===== config.mk =====
export PLATFORM = sky130hd
export DESIGN_NAME = pcap_record_stream_parser_top
export DESIGN_NICKNAME = d
export VERILOG_FILES = /design/src/rtl/pcaprsp_pkg.sv /design/src/rtl/pcaprsp_sod.sv /design/src/rtl/pcap_record_stream_parser_top.sv
export SDC_FILE = /design/constraint.sdc
export NUM_CORES = 1
export LEC_CHECK = 0
export BUFFER_PORTS_ARGS = -buffer_cell sky130_fd_sc_hd__buf_2
export CAP_MARGIN = 0
export CELL_PAD_IN_SITES_DETAIL_PLACEMENT = 1
export CELL_PAD_IN_SITES_GLOBAL_PLACEMENT = 2
export CORE_MARGIN = 1
export CORE_UTILIZATION = 44
export DETAILED_ROUTE_END_ITERATION = 10
export PLACE_DENSITY = 0.95
export SYNTH_ARGS = -nofsm -noshare
export SYNTH_HDL_FRONTEND = slang
export SYNTH_SLANG_ARGS = --single-unit

===== constraint.sdc =====
create_clock -name clk -period 13.91 [get_ports clk]
set_clock_uncertainty 0.05 [all_clocks]
set_input_delay 0.6955 -clock clk [delete_from_list [all_inputs] [get_ports clk]]
set_output_delay 0.6955 -clock clk [all_outputs]
set_load 0.01 [all_outputs]

===== src/rtl/pcaprsp_pkg.sv =====
// pcaprsp_pkg: types and constants for the capture record stream parser
// no dependencies; imported by pcaprsp_sod and pcap_record_stream_parser_top
package pcaprsp_pkg;

  localparam int IDX_W = 11;
  localparam int SOD_W = 17;
  localparam int LIM_W = 16;
  localparam int OUT_DATA_W = 128;

  localparam logic [IDX_W-1:0] SKIP_LAST_IDX = 11'd23;
  localparam logic [IDX_W-1:0] SEC_LAST_IDX  = 11'd3;
  localparam logic [IDX_W-1:0] MOD_FIRST_IDX = 11'd4;
  localparam logic [IDX_W-1:0] MOD_LAST_IDX  = 11'd14;
  localparam logic [IDX_W-1:0] HDR_LAST_IDX  = 11'd15;

  localparam logic [17:0] SECONDS_PER_DAY = 18'd86400;
  localparam logic [LIM_W-1:0] DELIVERY_LIMIT_RESET = 16'd1518;

  typedef enum logic [1:0] {
    PH_SKIP    = 2'd0,
    PH_HDR     = 2'd1,
    PH_PAYLOAD = 2'd2,
    PH_HALT    = 2'd3
  } phase_t;

  typedef enum logic [1:0] {
    KIND_HDR     = 2'd0,
    KIND_PAYLOAD = 2'd1,
    KIND_ERROR   = 2'd2
  } kind_t;

  typedef struct packed {
    logic load;
    logic step;
  } sod_ctrl_t;

endpackage


===== src/rtl/pcaprsp_sod.sv =====
// pcaprsp_sod: seconds word reduced to seconds of day, three quotient bits per step
// depends on pcaprsp_pkg; eleven steps after load leave the remainder
module pcaprsp_sod import pcaprsp_pkg::*; (
  input  logic             clk,
  input  sod_ctrl_t        ctrl,
  input  logic [31:0]      word,
  output logic [SOD_W-1:0] rem
);

  logic [32:0]      dividend;
  logic [SOD_W-1:0] rem_next;

  always_comb begin
    logic [17:0]      t;
    logic [SOD_W-1:0] r;
    r = rem;
    t = '0;
    for (int i = 0; i < 3; i++) begin
      t = {r, dividend[32-i]};
      if (t >= SECONDS_PER_DAY) begin
        t = t - SECONDS_PER_DAY;
      end
      r = t[SOD_W-1:0];
    end
    rem_next = r;
  end

  always_ff @(posedge clk) begin
    if (ctrl.load) begin
      dividend <= {1'b0, word};
      rem      <= '0;
    end else if (ctrl.step) begin
      dividend <= {dividend[29:0], 3'b000};
      rem      <= rem_next;
    end
  end

endmodule


===== src/rtl/pcap_record_stream_parser_top.sv =====
// pcap_record_stream_parser_top: capture file byte stream to record headers and payload
// depends on pcaprsp_pkg and pcaprsp_sod
//
// channel   dir  tdata                          tuser        tlast
// s_axis    in   stream_byte                    -            -
// m_axis    out  sod, usec, lengths, payload    result_kind  last_of_record
// cfg       in   delivery_limit (cfg_we, cfg_wdata)
//
// one byte per clock unless the output stalls; each byte taken is resolved that cycle
// and its result lands in the output register, which drains while the next byte enters
// seconds of day is reduced by a three-bit-per-step divider over header bytes 4 to 14
// rst is synchronous: global header skip, limit back to 1518, output empty
// a stalled output holds its word; input is taken whenever the output register frees
// after a length error every byte is taken and dropped until reset
module pcap_record_stream_parser_top import pcaprsp_pkg::*; #(
  parameter int MAX_FRAME_BYTES = 1518
) (
  input  logic                  clk,
  input  logic                  rst,
  input  logic                  s_axis_tvalid,
  output logic                  s_axis_tready,
  input  logic [7:0]            s_axis_tdata,   // stream_byte
  output logic                  m_axis_tvalid,
  input  logic                  m_axis_tready,
  // seconds_of_day [16:0], microseconds [48:17], captured_length [80:49],
  // original_length [112:81], payload_byte [120:113], zero [127:121]
  output logic [OUT_DATA_W-1:0] m_axis_tdata,
  output logic [1:0]            m_axis_tuser,   // result_kind
  output logic                  m_axis_tlast,   // last_of_record
  input  logic                  cfg_we,
  input  logic [LIM_W-1:0]      cfg_wdata       // delivery_limit
);

  phase_t           phase, phase_next;
  logic [IDX_W-1:0] byte_index, byte_index_next;
  logic [IDX_W-1:0] payload_remaining, payload_remaining_next;
  logic [31:0]      hdr_words [4];
  logic [LIM_W-1:0] delivery_limit;

  logic             out_valid;
  kind_t            out_kind;
  logic [SOD_W-1:0] out_sod;
  logic [31:0]      out_usec, out_cap, out_orig;
  logic [7:0]       out_byte;
  logic             out_last;

  logic             in_fire;
  logic             res_valid;
  kind_t            res_kind;
  logic [SOD_W-1:0] res_sod;
  logic [31:0]      res_usec, res_cap, res_orig;
  logic [7:0]       res_byte;
  logic             res_last;

  logic [31:0]      cap_word, orig_word;
  logic             len_bad;
  logic [LIM_W-1:0] lim, idx_ext, idx_plus1;
  sod_ctrl_t        sod_ctrl;
  logic [SOD_W-1:0] sod_rem;

  assign s_axis_tready = !out_valid || m_axis_tready;
  assign in_fire       = s_axis_tvalid && s_axis_tready;

  // final header byte completes the original length word
  assign cap_word  = hdr_words[2];
  assign orig_word = {s_axis_tdata, hdr_words[3][23:0]};
  assign len_bad   = (cap_word > 32'(MAX_FRAME_BYTES)) || (orig_word > 32'(MAX_FRAME_BYTES));

  assign lim       = (LIM_W'(cap_word[IDX_W-1:0]) < delivery_limit) ?
                     LIM_W'(cap_word[IDX_W-1:0]) : delivery_limit;
  assign idx_ext   = LIM_W'(byte_index);
  assign idx_plus1 = idx_ext + LIM_W'(1);

  assign sod_ctrl.load = in_fire && (phase == PH_HDR) && (byte_index == SEC_LAST_IDX);
  assign sod_ctrl.step = in_fire && (phase == PH_HDR) &&
                         (byte_index >= MOD_FIRST_IDX) && (byte_index <= MOD_LAST_IDX);

  pcaprsp_sod u_sod (
    .clk  (clk),
    .ctrl (sod_ctrl),
    .word ({s_axis_tdata, hdr_words[0][23:0]}),
    .rem  (sod_rem)
  );

  // next state
  always_comb begin
    phase_next             = phase;
    byte_index_next        = byte_index;
    payload_remaining_next = payload_remaining;
    if (in_fire) begin
      unique case (phase)
        PH_SKIP: begin
          if (byte_index == SKIP_LAST_IDX) begin
            byte_index_next = '0;
            phase_next      = PH_HDR;
          end else begin
            byte_index_next = byte_index + IDX_W'(1);
          end
        end
        PH_HDR: begin
          if (byte_index == HDR_LAST_IDX) begin
            byte_index_next = '0;
            if (len_bad) begin
              phase_next = PH_HALT;
            end else begin
              payload_remaining_next = cap_word[IDX_W-1:0];
              phase_next = (cap_word[IDX_W-1:0] != '0) ? PH_PAYLOAD : PH_HDR;
            end
          end else begin
            byte_index_next = byte_index + IDX_W'(1);
          end
        end
        PH_PAYLOAD: begin
          payload_remaining_next = payload_remaining - IDX_W'(1);
          if (payload_remaining == IDX_W'(1)) begin
            phase_next      = PH_HDR;
            byte_index_next = '0;
          end else begin
            byte_index_next = byte_index + IDX_W'(1);
          end
        end
        PH_HALT: begin
          phase_next = PH_HALT;
        end
        default: phase_next = phase;
      endcase
    end
  end

  // result for the byte being taken
  always_comb begin
    res_valid = 1'b0;
    res_kind  = KIND_HDR;
    res_sod   = '0;
    res_usec  = '0;
    res_cap   = cap_word;
    res_orig  = hdr_words[3];
    res_byte  = '0;
    res_last  = 1'b0;
    unique case (phase)
      PH_HDR: begin
        res_orig = orig_word;
        if (byte_index == HDR_LAST_IDX) begin
          res_valid = in_fire;
          if (len_bad) begin
            res_kind = KIND_ERROR;
          end else begin
            res_kind = KIND_HDR;
            res_sod  = sod_rem;
            res_usec = hdr_words[1];
            res_last = (cap_word == '0) || (delivery_limit == '0);
          end
        end
      end
      PH_PAYLOAD: begin
        if (idx_ext < lim) begin
          res_valid = in_fire;
          res_kind  = KIND_PAYLOAD;
          res_byte  = s_axis_tdata;
          res_last  = (idx_plus1 == lim);
        end
      end
      default: res_valid = 1'b0;
    endcase
  end

  always_ff @(posedge clk) begin
    if (rst) begin
      phase             <= PH_SKIP;
      byte_index        <= '0;
      payload_remaining <= '0;
      delivery_limit    <= DELIVERY_LIMIT_RESET;
      out_valid         <= 1'b0;
    end else begin
      phase             <= phase_next;
      byte_index        <= byte_index_next;
      payload_remaining <= payload_remaining_next;
      if (cfg_we) begin
        delivery_limit <= cfg_wdata;
      end
      if (res_valid) begin
        out_valid <= 1'b1;
      end else if (m_axis_tready) begin
        out_valid <= 1'b0;
      end
    end
  end

  always_ff @(posedge clk) begin
    if (in_fire && (phase == PH_HDR)) begin
      hdr_words[byte_index[3:2]][8*byte_index[1:0] +: 8] <= s_axis_tdata;
    end
    if (res_valid) begin
      out_kind <= res_kind;
      out_sod  <= res_sod;
      out_usec <= res_usec;
      out_cap  <= res_cap;
      out_orig <= res_orig;
      out_byte <= res_byte;
      out_last <= res_last;
    end
  end

  assign m_axis_tvalid = out_valid;
  assign m_axis_tuser  = out_kind;
  assign m_axis_tlast  = out_last;
  assign m_axis_tdata  = {7'b0, out_byte, out_orig, out_cap, out_usec, out_sod};

  a_halt_silent: assert property (@(posedge clk) disable iff (rst)
    (phase == PH_HALT && !out_valid) |=> !out_valid)
    else $error("output after halt");

  a_error_halts: assert property (@(posedge clk) disable iff (rst)
    (out_valid && out_kind == KIND_ERROR) |-> phase == PH_HALT)
    else $error("error result without halt");

  a_payload_count: assert property (@(posedge clk) disable iff (rst)
    (phase == PH_PAYLOAD) |-> payload_remaining != '0)
    else $error("payload phase with nothing left");

  a_hdr_index: assert property (@(posedge clk) disable iff (rst)
    (phase == PH_HDR) |-> byte_index <= HDR_LAST_IDX)
    else $error("header index out of range");

endmodule

# Word level (Yosys, flattened, before mapping)
# Memories as Yosys holds them, arrays and structs flattened. A register that Yosys moved wholly into a read port is not among the register bits.
# Index checks and enable logic that the tools add are counted.
# totals
n_memories	1
mem_bits_rw	128
register_bits	183
out_inout_bits	133
input_bits	29
# op_classes
eq_ne	12
bitwise	2
mux	35
add_sub_neg	7
shift	2
n_lt_le_gt_ge	9
n_reduce_logical	22
# mem_list
name	words	word_bits	read_ports	rd_ports_with_merged_regs	wr	line	rtl
hdr_words	4	32	4	1	1	pcap_record_stream_parser_top.sv:37	logic [31:0] hdr_words [4];
# op_table
op	n
32-bit two-way mux	4
32-bit by 11-bit > comparator with 1-bit output (second input constant)	2
11-bit two-way mux	5
18-bit by 17-bit >= comparator with 1-bit output (second input constant)	3
17-bit two-way mux	3
17-bit subtractor (second input constant)	3
5-bit negator with 34-bit output	1
8-bit by 34-bit variable shift with 32-bit output (first input constant)	1
8-bit by 34-bit variable part select with 32-bit output	1
11-bit case mux with 3 select lines	1
32-bit zero test	1
11-bit by 16-bit < comparator with 1-bit output	2
11-bit case mux with 2 select lines	1
12-bit by 16-bit == test with 1-bit output	1
16-bit zero test	1
16-bit two-way mux	1
2-bit two-way mux	7
11-bit by 1-bit adder with 12-bit output (second input constant)	1
11-bit by 1-bit adder with 11-bit output (second input constant)	1
11-bit by 1-bit == test with 1-bit output (second input constant)	1
11-bit by 2-bit == test with 1-bit output (second input constant)	1
11-bit by 4-bit == test with 1-bit output (second input constant)	1
11-bit by 5-bit == test with 1-bit output (second input constant)	1
11-bit by 3-bit >= comparator with 1-bit output (second input constant)	1
21 further kinds	44

# Longest topological paths before layout
# depth
word_depth	8
ltp_mapped	21
mapped_depth_nobuf	20

# Cells and area by module
# Synthesis repeated with hierarchy kept, for this count alone.
# hier_totals
cells_unflattened	1144
hier_area_um2	14869.3
# by_module_without_submodules
mod	seq_area_each_um2	cells_each	area_each_um2	n_inst
pcap_record_stream_parser_top	8147.8	836	11574.9	1
pcaprsp_sod	1321.3	308	3294.4	1

# Worst setup path after synthesis
# Ideal clock, no wire load.
# synth_path
path_type	register -> register
start	memory hdr_words[2][1]
end	register out_last, in the netlist m_axis_tlast (enable)
path_slack_ps	7006
synth_period_minus_slack_ps	6904
arrival_time_ps	6377
path_stages_with_launch	21
required_time_ps	13383
setup_time_ps	477
cell_sequence	edfxtp_1 ha_1 a21o_1 a21o_1 a21o_1 a21o_1 a21oi_1 clkbuf_1 mux2i_1 ha_1 nor2b_1 o21a_1 o21a_1 o21ai_0 nand2b_1 a21oi_1 o21ai_0 o32ai_1 clkbuf_1 o211ai_1 inv_1
# synth_rtl
item	line	rtl
start: declaration	pcap_record_stream_parser_top.sv:37	
end signal: assignment	pcap_record_stream_parser_top.sv:200	out_last <= res_last;
end: declaration	pcap_record_stream_parser_top.sv:45	logic out_last;

==> key figures <==
STA
  • Final Max Slew Viols: 0
  • Fmax achieved: 168 MHz
  • Final period util: 42.8%
  • Actual slew at the worst max-slew pin: 1.03 ns
  • RSZ-0062 raised after global routing: false
  • Worst relative slew slack: 31.0%
  • Final TNS setup: 0 ns
  • Worst setup margin: 7.96 ns
  • Number of setup violations in the final report: 0
  • Tmin final: 5.95 ns
  • Number of endpoints with negative hold slack in the final report: 0

Critical path
  • Worst endpoint required time: 14.00 ns
  • Kind of capture point of the worst setup path: flip-flop
  • Critical path endpoint: out_orig[29]$_DFFE_PP_
  • CP Launch Point: hdr_words[2][1]$_DFFE_PP_
  • CP max FO: 75
  • Launch point of the worst reg-to-reg path: hdr_words[2][1]$_DFFE_PP_
  • Worst EP arrival: 6.04 ns
  • End of the worst register-to-register path: out_orig[29]$_DFFE_PP_
  • Worst R2R Path Depth: 20
  • Startpoint type of the worst setup path: flip-flop
  • Worst reg-to-reg setup slack: 7.96 ns
  • Type of the worst setup path: reg2reg

Worst hold path
  • Worst hold path class: in2reg

GRT
  • Largest net degree at the start of global routing: 76
  • Total congestion overflow: 0
  • Wire length of the first global-routing pass: 63500 um
  • Initial antenna violation count: 0
  • Via count of the first global-routing pass: 10300
  • Total routing resource utilization after global routing: 25.4%

Layout
  • Number of antenna repair diodes: 0
  • Count of nets after finishing: 1315
  • P&R area growth vs syn: 17.0%
  • Share of cells above drive strength 1: 21.9%

Floorplan
  • Die Wd: 183 um
  • Area of the placeable core: 0.0319 mm^2
  • Number of top-level pins: 162
  • Initial standard-cell utilization of the core: 45.3%
  • Die span in y: 183 um
  • Die outline area: 0.0335 mm^2
  • Cell Rows: 65

Pwr
  • Internal cell power: 1.72 mW
  • Max VDD drop: 0.0988 mV
  • Sw Ratio: 21.0%
  • Static Leak: 6.08 nW
  • Part of the total power dissipated in sequential elements: 49.6%
  • Switching power total: 457 uW
  • Combinational group share of total power: 2.5%
  • Cell area power density: 129 mW/mm^2
  • Share of total power in the clock network: 47.9%

Run status
  • Outcome: finished clean

Clock tree
  • Clock edge transition at the registers on the reported setup and hold paths: 0.06 ns
  • CTS tree: done
  • Insertion delay to the later sink of the worst-skew pair: 0.55 ns
  • Hold-fix buffers at CTS: 0
  • Maximum level of the CTS H-tree: 2
  • Number of CTS-inserted buffers: 37
  • Gates resized, CTS repair: 0
  • CTS Root Cell: sky130_fd_sc_hd__clkbuf_16
  • Number of sinks handled by clock tree synthesis: 335
  • Number of post-CTS setup repair buffers: 0
  • CTS Buffer Depth: 3

Place
  • Worst Setup Slack post-DPL: 8.08 ns
  • Port Buf Inserts: 154
  • Post-detail-place hpwl: 29100 um
  • Routability Congestion: 0.926

Logic synthesis
  • Synthesized instance count: 1099
  • Top post-synthesis cells by area: sky130_fd_sc_hd__edfxtp_1 (57%), sky130_fd_sc_hd__dfxtp_1 (8.2%), sky130_fd_sc_hd__and2_1 (4.1%), sky130_fd_sc_hd__mux2_2 (3.1%), sky130_fd_sc_hd__ha_1 (2.9%)
  • Register bit total from synthesis: 335
  • Largest area contributor in the synthesized netlist: sky130_fd_sc_hd__edfxtp_1
  • Most common flop cell mapped by yosys: sky130_fd_sc_hd__edfxtp_1
  • Share of flip-flops with an asynchronous set or reset after synthesis: 0%
  • Number of distinct library cells after synthesis: 76
  • Synthesized area: 0.0144 mm^2
  • Portion of the post-synthesis area used by sequential elements: 65.6%
  • Number of warnings issued by yosys: 0
  • Cell with the most instances after synthesis: sky130_fd_sc_hd__edfxtp_1
  • Count of flip-flops with a built-in enable after synthesis: 276
  • Yosys top cell area share: 57.4%
  • Post-synth top cells: sky130_fd_sc_hd__edfxtp_1 (276), sky130_fd_sc_hd__and2_1 (95), sky130_fd_sc_hd__nor2_1 (76)
  • Synth Area per Inst: 13.1 um^2

Detailed routing
  • Count of antenna-violating nets left after detailed routing: 0
  • Vias post-DR: 9847
  • 1st-pass router iterations: 5
  • Average detailed-routed wire length per instance: 24.7 um
  • Vias per Instance: 5.74
  • Number of DRC markers in iteration 0: 836
  • Routed Wire Length: 42400 um
  • Post-route DRC: 0

Job
  • Max-cap viol count: 0
==> registers in the layout (all words and copies together), names as in the netlist <==
name and cells:
delivery_limit 16, m_axis_tvalid 1, u_sod.rem 17, out_byte 8, out_usec 32, out_sod 17
hdr_words 120, m_axis_tlast 1, phase 2, byte_index 11, u_sod.dividend 33, m_axis_tuser 2
payload_remaining 11, out_cap 32, out_orig 32
==> worst max-delay path, stage by stage, from the launching register on <==
cell                       delay, ns
sky130_fd_sc_hd__edfxtp_1       0.48
sky130_fd_sc_hd__ha_1           0.32
sky130_fd_sc_hd__a21o_1         0.15
sky130_fd_sc_hd__a21o_1         0.17
sky130_fd_sc_hd__a21o_1         0.17
sky130_fd_sc_hd__a21o_1         0.18
sky130_fd_sc_hd__a21oi_1        0.12
sky130_fd_sc_hd__buf_4          0.25
sky130_fd_sc_hd__mux2i_1        0.56
sky130_fd_sc_hd__ha_1           0.35
sky130_fd_sc_hd__o21a_1         0.11
sky130_fd_sc_hd__o21a_1         0.16
sky130_fd_sc_hd__o21ai_0        0.15
sky130_fd_sc_hd__nand2b_1       0.08
sky130_fd_sc_hd__a21oi_1        0.14
sky130_fd_sc_hd__o21ai_0        0.10
sky130_fd_sc_hd__o32ai_1        0.13
sky130_fd_sc_hd__buf_4          0.23
sky130_fd_sc_hd__o211ai_1       0.18
sky130_fd_sc_hd__inv_4          0.55
sky130_fd_sc_hd__buf_4          0.89
==> cell families (layout without fill, tap and decap cells) <==
logic type      Yosys count  after routing  synth area share [%]
simple gates            370            370                  13.5
flops                   335            335                  65.6
compound gates          180            180                  8.60
buf+inv                  81            257                  2.38
mux                      68             68                  5.13
fa+ha+maj                34             34                  2.95
xor+xnor                 30             30                  1.82
other cells               1              7                0.0260
==> layer usage <==
metal	up-vias	global-route usage, %	part of all wire [%]
met5	-	0	0
met2	409	44.7	50
met4	0	8.77	3.3
met1	4961	31.9	40
li1	4387	-	-
met3	90	3.79	6.4
==> layout by cell type (no fill, tap or decap), types with 4 or more instances in the layout <==
cell type,instances
sky130_fd_sc_hd__buf_2,154
sky130_fd_sc_hd__bufinv_16,6
sky130_fd_sc_hd__nand2b_1,10
sky130_fd_sc_hd__edfxtp_1,276
sky130_fd_sc_hd__nor2_1,75
sky130_fd_sc_hd__o21a_1,5
sky130_fd_sc_hd__conb_1,7
sky130_fd_sc_hd__or4_1,6
sky130_fd_sc_hd__inv_1,25
sky130_fd_sc_hd__o21ai_0,34
sky130_fd_sc_hd__clkbuf_1,4
sky130_fd_sc_hd__nor3b_1,8
sky130_fd_sc_hd__clkinv_2,8
sky130_fd_sc_hd__ha_1,34
sky130_fd_sc_hd__mux2i_1,26
sky130_fd_sc_hd__o31ai_1,5
sky130_fd_sc_hd__nor4_1,18
sky130_fd_sc_hd__a31oi_1,4
sky130_fd_sc_hd__clkinv_1,7
sky130_fd_sc_hd__a22oi_1,8
sky130_fd_sc_hd__a21oi_1,46
sky130_fd_sc_hd__mux2_2,40
sky130_fd_sc_hd__o211ai_1,12
sky130_fd_sc_hd__o22ai_1,6
sky130_fd_sc_hd__xnor2_1,20
sky130_fd_sc_hd__nand2_1,74
sky130_fd_sc_hd__dfxtp_1,59
sky130_fd_sc_hd__a21o_1,7
sky130_fd_sc_hd__nand3_1,20
sky130_fd_sc_hd__nor3_1,17
sky130_fd_sc_hd__buf_4,7
sky130_fd_sc_hd__nand4_1,8
sky130_fd_sc_hd__a211oi_1,11
sky130_fd_sc_hd__and3_1,18
sky130_fd_sc_hd__xor2_1,10
sky130_fd_sc_hd__and2_1,95
sky130_fd_sc_hd__clkbuf_16,38
==> worst min-delay path by stage <==
| stage | start | slack [ns] | end | depth (start not counted) |
|---|---|---|---|---|
| final | cfg_wdata[10] | 0.35 | delivery_limit[10]$_SDFFE_PP1P_ | 3 |
| after global routing | cfg_wdata[6] | 0.37 | delivery_limit[6]$_SDFFE_PP1P_ | 3 |
| after CTS | cfg_wdata[10] | 0.35 | delivery_limit[10]$_SDFFE_PP1P_ | 3 |
| after detailed placement | hdr_words[2][26]$_DFFE_PP_ | 0.39 | out_cap[26]$_DFFE_PP_ | 0 |
| after global placement | hdr_words[3][19]$_DFFE_PP_ | 0.38 | out_orig[19]$_DFFE_PP_ | 0 |
| after floorplan | hdr_words[2][22]$_DFFE_PP_ | 0.37 | out_cap[22]$_DFFE_PP_ | 0 |
==> final cells by class <==
cell class	instances	area, um^2
inverters	28	108
multi-input cells	689	4660
fillers	3287	15000
clock buffers	44	993
flip-flops and latches	335	9470
clock inverters	24	302
repair buffers	161	823
well taps	435	544
==> power groups by stage <==
stage / logic (mW) / clock network, mW / registers (mW)
detailed placement: 0.0535 / 0 / 1.10
CTS: 0.0551 / 1.06 / 1.08
global route: 0.0602 / 1.09 / 1.08
floorplan: 0.0333 / 0 / 1.10
global placement: 0.0513 / 0 / 1.10
finish: 0.0555 / 1.04 / 1.08
==> per-stage QoR <==
step	power [mW]	instance area [um^2]	instances	hold WS (ns)	utilization, %
2_1_floorplan	1.13	14500	1105	0.367	-
3_3_place_gp	1.15	15600	1648	0.377	48.9
6_report	2.18	16900	1716	0.350	53.0
5_1_grt	2.23	16900	1716	0.369	53.0
4_1_cts	2.19	16900	1716	0.351	53.0
3_5_place_dp	1.16	15600	1648	0.394	48.9
(Power assumes the default switching activity.)
